### src/sv/ssl_pkg.sv
// ----------------------------------------------------------------------------
// ssl_pkg: shared types and constants of the streaming source lexer
// Token kinds, scan modes, keyword table and the front-to-back request.
// ----------------------------------------------------------------------------
package ssl_pkg;

  localparam int LINE_W_DEF = 16;
  localparam int COL_W_DEF  = 12;
  localparam int LEN_W_DEF  = 12;
  localparam int NWORDS     = 24;
  localparam int WORD_NIX   = 21;
  localparam int WORD_JA    = 22;
  localparam int MAX_WLEN   = 8;

  localparam logic [5:0] K_UNKNOWN = 6'd0;
  localparam logic [5:0] K_BOOL    = 6'd1;
  localparam logic [5:0] K_IDENT   = 6'd2;
  localparam logic [5:0] K_INT     = 6'd3;
  localparam logic [5:0] K_FLOAT   = 6'd4;
  localparam logic [5:0] K_STRING  = 6'd5;
  localparam logic [5:0] K_END     = 6'd6;
  localparam logic [5:0] K_KW0     = 6'd7;
  localparam logic [5:0] K_EQEQ    = 6'd28;
  localparam logic [5:0] K_NE      = 6'd29;
  localparam logic [5:0] K_LE      = 6'd30;
  localparam logic [5:0] K_GE      = 6'd31;
  localparam logic [5:0] K_SLASH   = 6'd44;
  localparam logic [5:0] K_ASSIGN  = 6'd46;
  localparam logic [5:0] K_LT      = 6'd47;
  localparam logic [5:0] K_GT      = 6'd48;
  localparam logic [5:0] K_BANG    = 6'd49;

  typedef enum logic [2:0] {
    M_IDLE, M_IDENT, M_NUMBER, M_STRING, M_OPER, M_LINECOM, M_BLOCK, M_BLOCKSTAR
  } mode_t;

  typedef enum logic [2:0] {
    OP_NONE, OP_EQ, OP_BANG, OP_LT, OP_GT, OP_SLASH
  } op_t;

  // Token request from front to back; line/column/length at max width
  typedef struct packed {
    logic [5:0]  kind;
    logic [31:0] line;
    logic [31:0] col;
    logic [31:0] len;
    logic        tru;
    logic        last;
  } tok_t;

  function automatic int word_len(int w);
    case (w)
      0, 2, 3, 5, 9, 11, 13, 19, 23: return 4;
      1, 4, 6, 10: return 5;
      7, 14, 16, 17, 18: return 7;
      8, 20, 21: return 3;
      12: return 6;
      15: return 8;
      default: return 2;
    endcase
  endfunction

  function automatic logic [7:0] word_char(int w, int p);
    logic [8*MAX_WLEN-1:0] s;
    case (w)
      0: s = "GANZ";     1: s = "KOMMA";    2: s = "WORT";    3: s = "JAIN";
      4: s = "KISTE";    5: s = "WENN";     6: s = "SONST";   7: s = "SOLANGE";
      8: s = "UND";      9: s = "ODER";     10: s = "NICHT";  11: s = "FUER";
      12: s = "DRUCKE";  13: s = "LESE";    14: s = "ZU_GANZ";
      15: s = {"ZU_", "KOMMA"}; 16: s = "ZU_WORT"; 17: s = "ZURUECK";
      18: s = "GIBFREI"; 19: s = "HOLE";    20: s = "VON";    21: s = "NIX";
      22: s = "JA";      default: s = "NEIN";
    endcase
    // strings are right-aligned; take char p counted from the left
    if (p >= word_len(w)) return 8'd0;
    return s[8*(word_len(w)-1-p) +: 8];
  endfunction

  function automatic logic [5:0] single_kind(logic [7:0] c);
    case (c)
      "(": return 6'd32;  ")": return 6'd33;  "{": return 6'd34;
      "}": return 6'd35;  "[": return 6'd36;  "]": return 6'd37;
      ";": return 6'd38;  ",": return 6'd39;  ".": return 6'd40;
      "+": return 6'd41;  "-": return 6'd42;  "*": return 6'd43;
      "%": return 6'd45;  ":": return 6'd50;
      default: return K_UNKNOWN;
    endcase
  endfunction

  function automatic logic [5:0] op_single(op_t p);
    case (p)
      OP_EQ:    return K_ASSIGN;
      OP_BANG:  return K_BANG;
      OP_LT:    return K_LT;
      OP_GT:    return K_GT;
      OP_SLASH: return K_SLASH;
      default:  return K_UNKNOWN;
    endcase
  endfunction

endpackage

### src/sv/streaming_source_lexer.sv
// A token enters the queue when the byte ending it is accepted, behind older tokens.
// Throughput: one byte per cycle while the four-entry token queue has room for two
// tokens; every byte waits for that room, whether it gives none, one or two.
// The output port drains one token per cycle while out_ready is high.
// Reset (rst_n low, synchronous) returns line and column to 1 and empties the queue.
// ----------------------------------------------------------------------------
// streaming_source_lexer: top level
// Scanner front feeding a token queue back end.
// ----------------------------------------------------------------------------
module streaming_source_lexer #(
  parameter int LINE_WIDTH   = ssl_pkg::LINE_W_DEF,
  parameter int COLUMN_WIDTH = ssl_pkg::COL_W_DEF,
  parameter int LENGTH_WIDTH = ssl_pkg::LEN_W_DEF
) (
  input  logic                    clk,
  input  logic                    rst_n,
  input  logic                    in_valid,
  output logic                    in_ready,
  input  logic [7:0]              in_source_byte,
  input  logic                    in_end_of_input,
  output logic                    out_valid,
  input  logic                    out_ready,
  output logic [5:0]              out_token_kind,
  output logic [LINE_WIDTH-1:0]   out_token_line,
  output logic [COLUMN_WIDTH-1:0] out_token_column,
  output logic [LENGTH_WIDTH-1:0] out_token_length,
  output logic                    out_bool_true,
  output logic                    out_last_of_run
);

  logic          q_room2;
  logic [1:0]    tok_cnt;
  ssl_pkg::tok_t tok_a, tok_b;

  ssl_front #(.LINE_WIDTH(LINE_WIDTH), .COLUMN_WIDTH(COLUMN_WIDTH),
              .LENGTH_WIDTH(LENGTH_WIDTH)) u_front (
    .clk, .rst_n, .in_valid, .in_ready, .in_source_byte, .in_end_of_input,
    .q_room2, .tok_cnt, .tok_a, .tok_b
  );

  ssl_back #(.LINE_WIDTH(LINE_WIDTH), .COLUMN_WIDTH(COLUMN_WIDTH),
             .LENGTH_WIDTH(LENGTH_WIDTH)) u_back (
    .clk, .rst_n, .tok_cnt, .tok_a, .tok_b, .q_room2, .out_valid, .out_ready,
    .out_token_kind, .out_token_line, .out_token_column, .out_token_length,
    .out_bool_true, .out_last_of_run
  );

endmodule

### src/sv/ssl_front.sv
// ----------------------------------------------------------------------------
// ssl_front: scanner
// Takes one byte per cycle while the queue has room for two, tracks the scan
// state and issues up to two token requests per byte into the queue.
// ----------------------------------------------------------------------------
module ssl_front #(
  parameter int LINE_WIDTH   = ssl_pkg::LINE_W_DEF,
  parameter int COLUMN_WIDTH = ssl_pkg::COL_W_DEF,
  parameter int LENGTH_WIDTH = ssl_pkg::LEN_W_DEF
) (
  input  logic           clk,
  input  logic           rst_n,
  input  logic           in_valid,
  output logic           in_ready,
  input  logic [7:0]     in_source_byte,
  input  logic           in_end_of_input,
  input  logic           q_room2,
  output logic [1:0]     tok_cnt,
  output ssl_pkg::tok_t  tok_a,
  output ssl_pkg::tok_t  tok_b
);

  ssl_pkg::mode_t mode_r, mode_nxt;
  ssl_pkg::op_t   op_r, op_nxt;
  logic                    quote_r, quote_nxt;
  logic                    point_r, point_nxt;
  logic [LINE_WIDTH-1:0]   line_r, line_nxt;
  logic [COLUMN_WIDTH-1:0] col_r, col_nxt;
  logic [COLUMN_WIDTH-1:0] scol_r, scol_nxt;
  logic [LENGTH_WIDTH-1:0] len_r, len_nxt;
  logic [ssl_pkg::NWORDS-1:0] wm_r, wm_nxt;

  logic [7:0] c;
  logic       fire, eoi;
  logic       sp, dig, alp, fresh;

  assign in_ready = q_room2;
  assign fire     = in_valid & in_ready;
  assign c        = in_source_byte;
  assign eoi      = in_end_of_input;
  assign sp  = (c == 8'h20) || (c >= 8'd9 && c <= 8'd13);
  assign dig = (c >= "0") && (c <= "9");
  assign alp = (c >= "A" && c <= "Z") || (c >= "a" && c <= "z");

  function automatic logic [ssl_pkg::NWORDS-1:0] match(
      logic [ssl_pkg::NWORDS-1:0] m, logic [LENGTH_WIDTH-1:0] l, logic [7:0] ch);
    logic [ssl_pkg::NWORDS-1:0] r;
    r = m;
    for (int i = 0; i < ssl_pkg::NWORDS; i++) begin
      if (32'(l) >= ssl_pkg::word_len(i) || ssl_pkg::word_char(i, int'(l)) != ch)
        r[i] = 1'b0;
    end
    return r;
  endfunction

  function automatic ssl_pkg::tok_t mk(logic [5:0] k, logic [LINE_WIDTH-1:0] ln,
      logic [COLUMN_WIDTH-1:0] cl, logic [LENGTH_WIDTH-1:0] lg, logic t);
    ssl_pkg::tok_t r;
    r.kind = k;
    r.line = 32'(ln);
    r.col  = 32'(cl);
    r.len  = 32'(lg);
    r.tru  = t;
    r.last = 1'b0;
    return r;
  endfunction

  // word lookup: first matching entry of the right length
  ssl_pkg::tok_t word_tok;
  always_comb begin
    logic found;
    found = 1'b0;
    word_tok = mk(ssl_pkg::K_IDENT, line_r, scol_r, len_r, 1'b0);
    for (int i = 0; i < ssl_pkg::NWORDS; i++) begin
      if (!found && wm_r[i] && 32'(len_r) == ssl_pkg::word_len(i)) begin
        found = 1'b1;
        if (i < ssl_pkg::WORD_NIX) word_tok.kind = ssl_pkg::K_KW0 + 6'(i);
        else if (i == ssl_pkg::WORD_NIX) word_tok.kind = ssl_pkg::K_UNKNOWN;
        else begin
          word_tok.kind = ssl_pkg::K_BOOL;
          word_tok.tru  = (i == ssl_pkg::WORD_JA);
        end
      end
    end
  end

  // scan step
  always_comb begin
    ssl_pkg::tok_t t [2];
    logic [1:0] n;
    logic [LENGTH_WIDTH-1:0] len_inc;
    t[0] = '0;
    t[1] = '0;
    n = 2'd0;
    fresh = 1'b0;
    mode_nxt = mode_r; op_nxt = op_r; quote_nxt = quote_r; point_nxt = point_r;
    line_nxt = line_r; col_nxt = col_r; scol_nxt = scol_r; len_nxt = len_r;
    wm_nxt = wm_r;
    len_inc = (len_r != '1) ? len_r + 1'b1 : len_r;
    if (eoi) begin
      unique case (mode_r)
        ssl_pkg::M_IDENT: begin t[0] = word_tok; n = 2'd1; end
        ssl_pkg::M_NUMBER: begin
          t[0] = mk(point_r ? ssl_pkg::K_FLOAT : ssl_pkg::K_INT, line_r, scol_r, len_r, 1'b0);
          n = 2'd1;
        end
        ssl_pkg::M_STRING: begin
          t[0] = mk(ssl_pkg::K_UNKNOWN, line_r, scol_r, len_r, 1'b0); n = 2'd1;
        end
        ssl_pkg::M_OPER: begin
          t[0] = mk(ssl_pkg::op_single(op_r), line_r, scol_r, LENGTH_WIDTH'(1), 1'b0);
          n = 2'd1;
        end
        default: ;
      endcase
      t[n[0]] = mk(ssl_pkg::K_END, line_r, col_r, '0, 1'b0);
      n = n + 2'd1;
      mode_nxt = ssl_pkg::M_IDLE; op_nxt = ssl_pkg::OP_NONE; quote_nxt = 1'b0;
      point_nxt = 1'b0; line_nxt = LINE_WIDTH'(1); col_nxt = COLUMN_WIDTH'(1);
      scol_nxt = COLUMN_WIDTH'(1); len_nxt = '0; wm_nxt = '1;
    end else begin
      unique case (mode_r)
        ssl_pkg::M_IDENT: begin
          if (alp || dig || c == "_") begin
            wm_nxt = match(wm_r, len_r, c);
            len_nxt = len_inc;
          end else begin
            t[0] = word_tok; n = 2'd1; mode_nxt = ssl_pkg::M_IDLE; fresh = 1'b1;
          end
        end
        ssl_pkg::M_NUMBER: begin
          if (dig || (c == "." && !point_r)) begin
            if (c == ".") point_nxt = 1'b1;
            len_nxt = len_inc;
          end else begin
            t[0] = mk(point_r ? ssl_pkg::K_FLOAT : ssl_pkg::K_INT, line_r, scol_r, len_r,
                      1'b0);
            n = 2'd1; mode_nxt = ssl_pkg::M_IDLE; fresh = 1'b1;
          end
        end
        ssl_pkg::M_STRING: begin
          if (c == (quote_r ? 8'h27 : 8'h22)) begin
            t[0] = mk(ssl_pkg::K_STRING, line_r, scol_r, len_r, 1'b0);
            n = 2'd1; mode_nxt = ssl_pkg::M_IDLE;
          end else len_nxt = len_inc;
        end
        ssl_pkg::M_OPER: begin
          if (c == "=" && (op_r == ssl_pkg::OP_EQ || op_r == ssl_pkg::OP_BANG ||
                           op_r == ssl_pkg::OP_LT || op_r == ssl_pkg::OP_GT)) begin
            t[0] = mk(ssl_pkg::K_EQEQ + 6'(op_r) - 6'd1, line_r, scol_r,
                      LENGTH_WIDTH'(2), 1'b0);
            n = 2'd1; op_nxt = ssl_pkg::OP_NONE; mode_nxt = ssl_pkg::M_IDLE;
          end else if (op_r == ssl_pkg::OP_SLASH && (c == "/" || c == "*")) begin
            op_nxt = ssl_pkg::OP_NONE;
            mode_nxt = (c == "/") ? ssl_pkg::M_LINECOM : ssl_pkg::M_BLOCK;
          end else begin
            t[0] = mk(ssl_pkg::op_single(op_r), line_r, scol_r, LENGTH_WIDTH'(1), 1'b0);
            n = 2'd1; op_nxt = ssl_pkg::OP_NONE; mode_nxt = ssl_pkg::M_IDLE;
            fresh = 1'b1;
          end
        end
        ssl_pkg::M_LINECOM: if (c == 8'h0A) mode_nxt = ssl_pkg::M_IDLE;
        ssl_pkg::M_BLOCK:   if (c == "*") mode_nxt = ssl_pkg::M_BLOCKSTAR;
        ssl_pkg::M_BLOCKSTAR: begin
          if (c == "/") mode_nxt = ssl_pkg::M_IDLE;
          else if (c != "*") mode_nxt = ssl_pkg::M_BLOCK;
        end
        default: begin mode_nxt = ssl_pkg::M_IDLE; fresh = 1'b1; end
      endcase
      // new lexeme start
      if (fresh) begin
        scol_nxt = col_r;
        if (sp) begin
        end else if (dig) begin
          mode_nxt = ssl_pkg::M_NUMBER; point_nxt = 1'b0; len_nxt = LENGTH_WIDTH'(1);
        end else if (c == 8'h22 || c == 8'h27) begin
          mode_nxt = ssl_pkg::M_STRING; quote_nxt = (c == 8'h27); len_nxt = '0;
        end else if (alp || c == "_") begin
          mode_nxt = ssl_pkg::M_IDENT;
          wm_nxt = match('1, '0, c);
          len_nxt = LENGTH_WIDTH'(1);
        end else if (c == "=" || c == "!" || c == "<" || c == ">" || c == "/") begin
          mode_nxt = ssl_pkg::M_OPER;
          op_nxt = (c == "=") ? ssl_pkg::OP_EQ : (c == "!") ? ssl_pkg::OP_BANG :
                   (c == "<") ? ssl_pkg::OP_LT : (c == ">") ? ssl_pkg::OP_GT :
                   ssl_pkg::OP_SLASH;
        end else begin
          t[n[0]] = mk(ssl_pkg::single_kind(c), line_r, col_r, LENGTH_WIDTH'(1), 1'b0);
          n = n + 2'd1;
        end
      end
      // position counters
      if (c == 8'h0A) begin
        line_nxt = (line_r != '1) ? line_r + 1'b1 : line_r;
        col_nxt  = COLUMN_WIDTH'(1);
      end else begin
        col_nxt = (col_r != '1) ? col_r + 1'b1 : col_r;
      end
    end
    if (n == 2'd1) t[0].last = 1'b1;
    if (n == 2'd2) t[1].last = 1'b1;
    tok_a   = t[0];
    tok_b   = t[1];
    tok_cnt = fire ? n : 2'd0;
  end

  always_ff @(posedge clk) begin
    if (!rst_n) begin
      mode_r <= ssl_pkg::M_IDLE; op_r <= ssl_pkg::OP_NONE; quote_r <= 1'b0;
      point_r <= 1'b0; line_r <= LINE_WIDTH'(1); col_r <= COLUMN_WIDTH'(1);
      scol_r <= COLUMN_WIDTH'(1); len_r <= '0; wm_r <= '1;
    end else if (fire) begin
      mode_r <= mode_nxt; op_r <= op_nxt; quote_r <= quote_nxt;
      point_r <= point_nxt; line_r <= line_nxt; col_r <= col_nxt;
      scol_r <= scol_nxt; len_r <= len_nxt; wm_r <= wm_nxt;
    end
  end

endmodule

### src/sv/ssl_back.sv
// ----------------------------------------------------------------------------
// ssl_back: token queue and output stage
// Four-entry queue taking up to two requests a cycle; head drives the ports.
// ----------------------------------------------------------------------------
module ssl_back #(
  parameter int LINE_WIDTH   = ssl_pkg::LINE_W_DEF,
  parameter int COLUMN_WIDTH = ssl_pkg::COL_W_DEF,
  parameter int LENGTH_WIDTH = ssl_pkg::LEN_W_DEF
) (
  input  logic                    clk,
  input  logic                    rst_n,
  input  logic [1:0]              tok_cnt,
  input  ssl_pkg::tok_t           tok_a,
  input  ssl_pkg::tok_t           tok_b,
  output logic                    q_room2,
  output logic                    out_valid,
  input  logic                    out_ready,
  output logic [5:0]              out_token_kind,
  output logic [LINE_WIDTH-1:0]   out_token_line,
  output logic [COLUMN_WIDTH-1:0] out_token_column,
  output logic [LENGTH_WIDTH-1:0] out_token_length,
  output logic                    out_bool_true,
  output logic                    out_last_of_run
);

  localparam int DEPTH = 4;
  localparam int AW    = $clog2(DEPTH);

  ssl_pkg::tok_t q_r [DEPTH];
  logic [AW-1:0] rd_r, wr_r;
  logic [AW:0]   cnt_r, cnt_nxt;
  logic          pop;
  ssl_pkg::tok_t h;

  assign pop       = out_valid & out_ready;
  assign out_valid = (cnt_r != '0);
  assign q_room2   = (cnt_r <= (AW+1)'(DEPTH - 2));
  assign cnt_nxt   = cnt_r + (AW+1)'(tok_cnt) - (AW+1)'(pop);

  // queue storage
  always_ff @(posedge clk) begin
    if (tok_cnt != 2'd0) q_r[wr_r] <= tok_a;
    if (tok_cnt == 2'd2) q_r[wr_r + 1'b1] <= tok_b;
  end

  always_ff @(posedge clk) begin
    if (!rst_n) begin
      rd_r <= '0; wr_r <= '0; cnt_r <= '0;
    end else begin
      wr_r  <= wr_r + AW'(tok_cnt);
      rd_r  <= rd_r + AW'(pop);
      cnt_r <= cnt_nxt;
    end
  end

  assign h = q_r[rd_r];
  assign out_token_kind   = h.kind;
  assign out_token_line   = h.line[LINE_WIDTH-1:0];
  assign out_token_column = h.col[COLUMN_WIDTH-1:0];
  assign out_token_length = h.len[LENGTH_WIDTH-1:0];
  assign out_bool_true    = h.tru;
  assign out_last_of_run  = h.last;

endmodule

### config.mk
export PLATFORM = sky130hd
export DESIGN_NAME = streaming_source_lexer
export DESIGN_NICKNAME = d
export VERILOG_FILES = /design/src/sv/ssl_pkg.sv /design/src/sv/streaming_source_lexer.sv /design/src/sv/ssl_front.sv /design/src/sv/ssl_back.sv
export SDC_FILE = /design/constraint.sdc
export NUM_CORES = 1
export LEC_CHECK = 0
export ABC_CLOCK_PERIOD_IN_PS = 16800
export BUFFER_PORTS_ARGS = -buffer_cell sky130_fd_sc_hd__buf_4
export CAP_MARGIN = 20
export CORE_MARGIN = 2
export CORE_UTILIZATION = 35
export CTS_CLUSTER_SIZE = 24
export DETAILED_ROUTE_END_ITERATION = 10
export PLACE_DENSITY_LB_ADDON = 0.2
export SLEW_MARGIN = 20
export SYNTH_ARGS = -nofsm -noshare
export SYNTH_HDL_FRONTEND = slang
export SYNTH_SLANG_ARGS = --single-unit
### constraint.sdc
create_clock -name clk -period 16.8 [get_ports clk]
set_input_delay 3.36 -clock clk [delete_from_list [all_inputs] [get_ports clk]]
set_output_delay 3.36 -clock clk [all_outputs]
set_load 0.005 [all_outputs]
# Word level (Yosys, flattened, before mapping)
# Memory sizes are Yosys's and may differ from the RTL's. A register that Yosys moved wholly into a read port is not among the register bits.
# Index checks and enable logic that the tools add are counted.
# classes
add_sub_neg,33
mul,0
div,0
magnitude_cmp,41
n_eq_ne,101
shift,48
mux,940
n_bitwise,4
reduce_logical,156
# ops
cell,count
$mux W64,216
$shiftx A64 B32 Y8,48
$mux W29,77
$mux W8,278
$mux W32,63
$mux W208,7
$pmux W104 S4,2
$mux W104,7
$ge A1 B32 Y1 const A,14
$bwmux W208,2
$sub A29 B2 Y29 const B,14
$ne A8 B8 Y1,48
$ge A12 B32 Y1,7
$ge A13 B32 Y1,7
$demux W104 S1,2
$sub A29 B13 Y29,7
$mux W24,8
$mux W12,15
$mux W1,179
$eq A8 B6 Y1 const B,18
$mux W103,1
$mux W101,1
$mux W3,30
$pmux W6 S14,1
other kinds (54),271
# word_totals
reg_bits,91
latch_bits,0
ramBits,416
rom_bits,0
input_bits,13
wordCells,1336
n_memories,1
# memory_table
memory,words,width,rd,rd_ports_with_merged_regs,wr,line,rtl
u_back.q_r,4,104,1,1,2,ssl_back.sv:29,ssl_pkg::tok_t q_r [DEPTH];

# Longest topological paths before layout
# depth
depth_word,107
mapped_depth,19
ltp_nobuf,19

# Modules after synthesis
# Synthesis repeated with hierarchy kept, for this count alone.
# unflattened
cells_unflattened,2024
area_unflattened_um2,20544.7
# modules_own_cells
module,n_inst,cells_each,area_per_inst_um2,seq_area_each_um2
ssl_front,1,1512,10592.7,1681.6
ssl_back,1,512,9952.0,5905.7

# Worst setup path before layout
# No wires, ideal clock.
# synth_path
path_kind,input-to-reg
from,input in_source_byte[4]
to,"memory u_back.q_r[1][0] (netlist name), enable pin"
setup_ps,712
arrival_time_ps,13814
required_ps,16088
path_slack_ps,2274
cell_stages,13
n_path_buf,2
cell_sequence,buf_6 > or4b_4 > buf_6 > or3_4 > a21o_4 > nor3_4 > inv_2 > ha_1 > inv_1 > o311ai_0 > nor3_1 > a21oi_2 > a2111oi_0
# synth_rtl
element,line,rtl
start: declaration,streaming_source_lexer.sv:19,"input logic [7:0] in_source_byte,"
end: declaration,ssl_back.sv:29,

==> metrics <==
status finished, final reports clean; Design Area, Final 20900 um^2; GP Congestion 0.952; Core Area 52800 um^2; Rel. slew slack 0.226; crit start category input port; Synth Area in XOR/XNOR 0.0320; gr usage total 0.241; Crit. End Element flip-flop; Leakage 7.37 nW; Max-Cap Viols 0; Hold Buf Count CTS 0; Ys Warns 0; post-synthesis mux area share 0.0727; Required @ worst endpoint 17010 ps; DP Area 19800 um^2; synth unique cells 107; worst min-delay path category reg2reg; Setup TNS Final 0 ps; Ports 63; dpl cells 2627; Main synth FF type edfxtp_1; Port Buf Inserts 62; area delta synth->final 11.7%; Clock Sink Count 283; register area share after synthesis 0.405; Iter 0 DRT Violations 1885; Fmax 120 MHz; commonest non-fill, non-tap cell in the layout nor2_1; WL final 68.9 mm; biggest area consumer among synthesized cells edfxtp_1; Mean Syn Cell Area 9.36 um^2; fin. max-slew vios 0; PD cells 100 nW/um^2; Async SR Flop Fraction 0; first-pass GRT wire length 104 mm; chip height 235 um; Final Non-Filler Cells 2686; drc violations 0; largest net degree at the start of global routing 58; Mapped Cells 2004; Num CTS Buffers 31; layout cell share with drive strength beyond 1 0.142; Hold Vio Cnt, Final 0; CTS tree built; worst slew pin tran 1150 ps; DR vias 17000; post-synthesis simple-gate area fraction 0.210; largest family of logic cells by synthesized area simple AND/OR/NAND/NOR gates; Synth Area in Compound Gates 0.209; CTS root buffer clkbuf_16; Final WS setup 8450 ps; RSZ-0062 raised after global routing false; Yosys reg bits 283; gr ovfl total 0; clock slew at reported path FFs 60 ps; # Post-CTS Setup Buffers 0; std cell rows 84; Die Area 55400 um^2; final setup vio count 0; routed vias/inst 6.33; die width 235 um; H-tree depth 1; adder and majority gate portion of the synthesized area 0.0231; peak supply drop 0.0000786 V; Initial Util 0.355; post-route clock period utilization 0.497; Mapped Nets 2051; initial antenna violation count 2; EDFF count, synth 192; Clock Tree Buf Depth 3; largest cells by area after synthesis edfxtp_1 (31%), dfxtp_1 (9.7%), mux4_2 (5.8%), nor2_1 (4.7%), nand2_1 (3.0%); Final #Nets 2020; commonest cells after routing, fill and taps aside nor2_1 (234), edfxtp_1 (192), nand2_1 (150); Min Hold Slack 484 ps; # resized after CTS 0; worst clock skew 14.0 ps; post-route ant nets 0; Worst Path Max Fanout 45; Synth top area share 0.308; first drt pass iteration count 6; routed wire length per instance 25.7 um; synthesized cell area 18700 um^2; post-detail-place hpwl 47.5 mm; Arrival @ worst endpoint 8550 ps; dpl ws 8070 ps; fin crit period 8350 ps; Filler Cells Inserted 5257; critical path class in2reg; vias in the first global route 16200; worst-skew pair later-pin latency 570 ps
[cells in the mapped netlist, drive strengths merged, types with 8 or more instances]
cell	count
o211ai	18
or2	8
o21ai	79
inv	46
a21boi	8
o31ai	19
a31oi	39
o32ai	22
mux4	48
dfxtp	91
a221oi	9
xor2	21
xnor2	45
o21a	14
ha	33
nor3	71
nand2b	18
mux2i	26
a211oi	20
nand3	92
a21oi	86
a32oi	12
and2	48
and3	17
nor2b	21
clkbuf	116
a211o	8
or3	19
edfxtp	192
a22o	40
o22ai	14
a21o	10
nor2	237
nor4	29
buf	57
a2111oi	13
nand2	150
or4	9
nand4	32
a22oi	22
a41oi	9
[per-stage QoR]
step                power, mW   util
floorplan                1.17      -
detailed placement       1.39  0.375
global route             2.18  0.397
finish                   2.09  0.397
global placement         1.39  0.375
CTS                      2.11  0.396
[state kept, by name, summed over array words and instances, names as in the netlist, 3 cells and up]
| signal | cells |
|---|---|
| u_back.q_r | 192 |
| u_front.wm_r | 24 |
| u_front.line_r | 16 |
| u_front.col_r | 12 |
| u_front.len_r | 12 |
| u_front.scol_r | 12 |
| u_back.cnt_r | 3 |
| u_front.mode_r | 3 |
| u_front.op_r | 3 |
[cell type report]
class	count	area, um^2	area share
multi-input combinational	1496	10400	0.495
sequential	283	7590	0.363
clock buffer	44	970	0.0463
tap	688	861	0.0411
timing repair buffer	109	818	0.0391
inverter	52	195	0.00932
clock inverter	13	126	0.00604
antenna	1	2.50	0.000120
[metal layers]
metal	part of all wire	track usage	vias to the layer above
li1	-	-	7603
met1	0.42	0.325	8368
met2	0.46	0.389	846
met3	0.069	0.0278	183
met4	0.052	0.108	4
met5	0.00036	0	-
[report_power, final]
| part | internal (mW) | switching [mW] | total (mW) |
|---|---|---|---|
| Clock | 0.432 | 0.284 | 0.715 |
| Combinational | 0.236 | 0.302 | 0.538 |
| Sequential | 0.802 | 0.0372 | 0.840 |
[worst paths after layout]
path / startpoint / endpoint / slack [ps] / cells after the start
setup / recovery: in_source_byte[4] / u_back.q_r[0][66] / 8450 / 14
hold reg to reg: u_front.wm_r[19] / u_front.wm_r[19] / 480 / 2
hold / removal: u_front.wm_r[19] / u_front.wm_r[19] / 480 / 2
setup reg to reg: u_front.mode_r[0] / u_back.q_r[0][66] / 11220 / 13
[cell families after synthesis]
kind of cell             count (synthesis)
AND/OR/NAND/NOR                        784
buffers and inverters                  225
adder cells (fa/ha/maj)                 34
multiplexers                            76
flip-flops                             283
AO/OA/AOI/OAI                          535
XOR/XNOR                                67
[worst max-delay path, stage by stage]
cell,delay (ps)
buf_4,420
nor4bb_2,290
buf_4,250
nand2_1,180
o21ai_0,910
inv_1,100
ha_1,390
inv_1,110
o311ai_0,220
nor3_1,680
a21oi_2,270
or2_2,470
o21ai_4,300
buf_4,550
No activity file was read; power rests on OpenSTA's default activity.
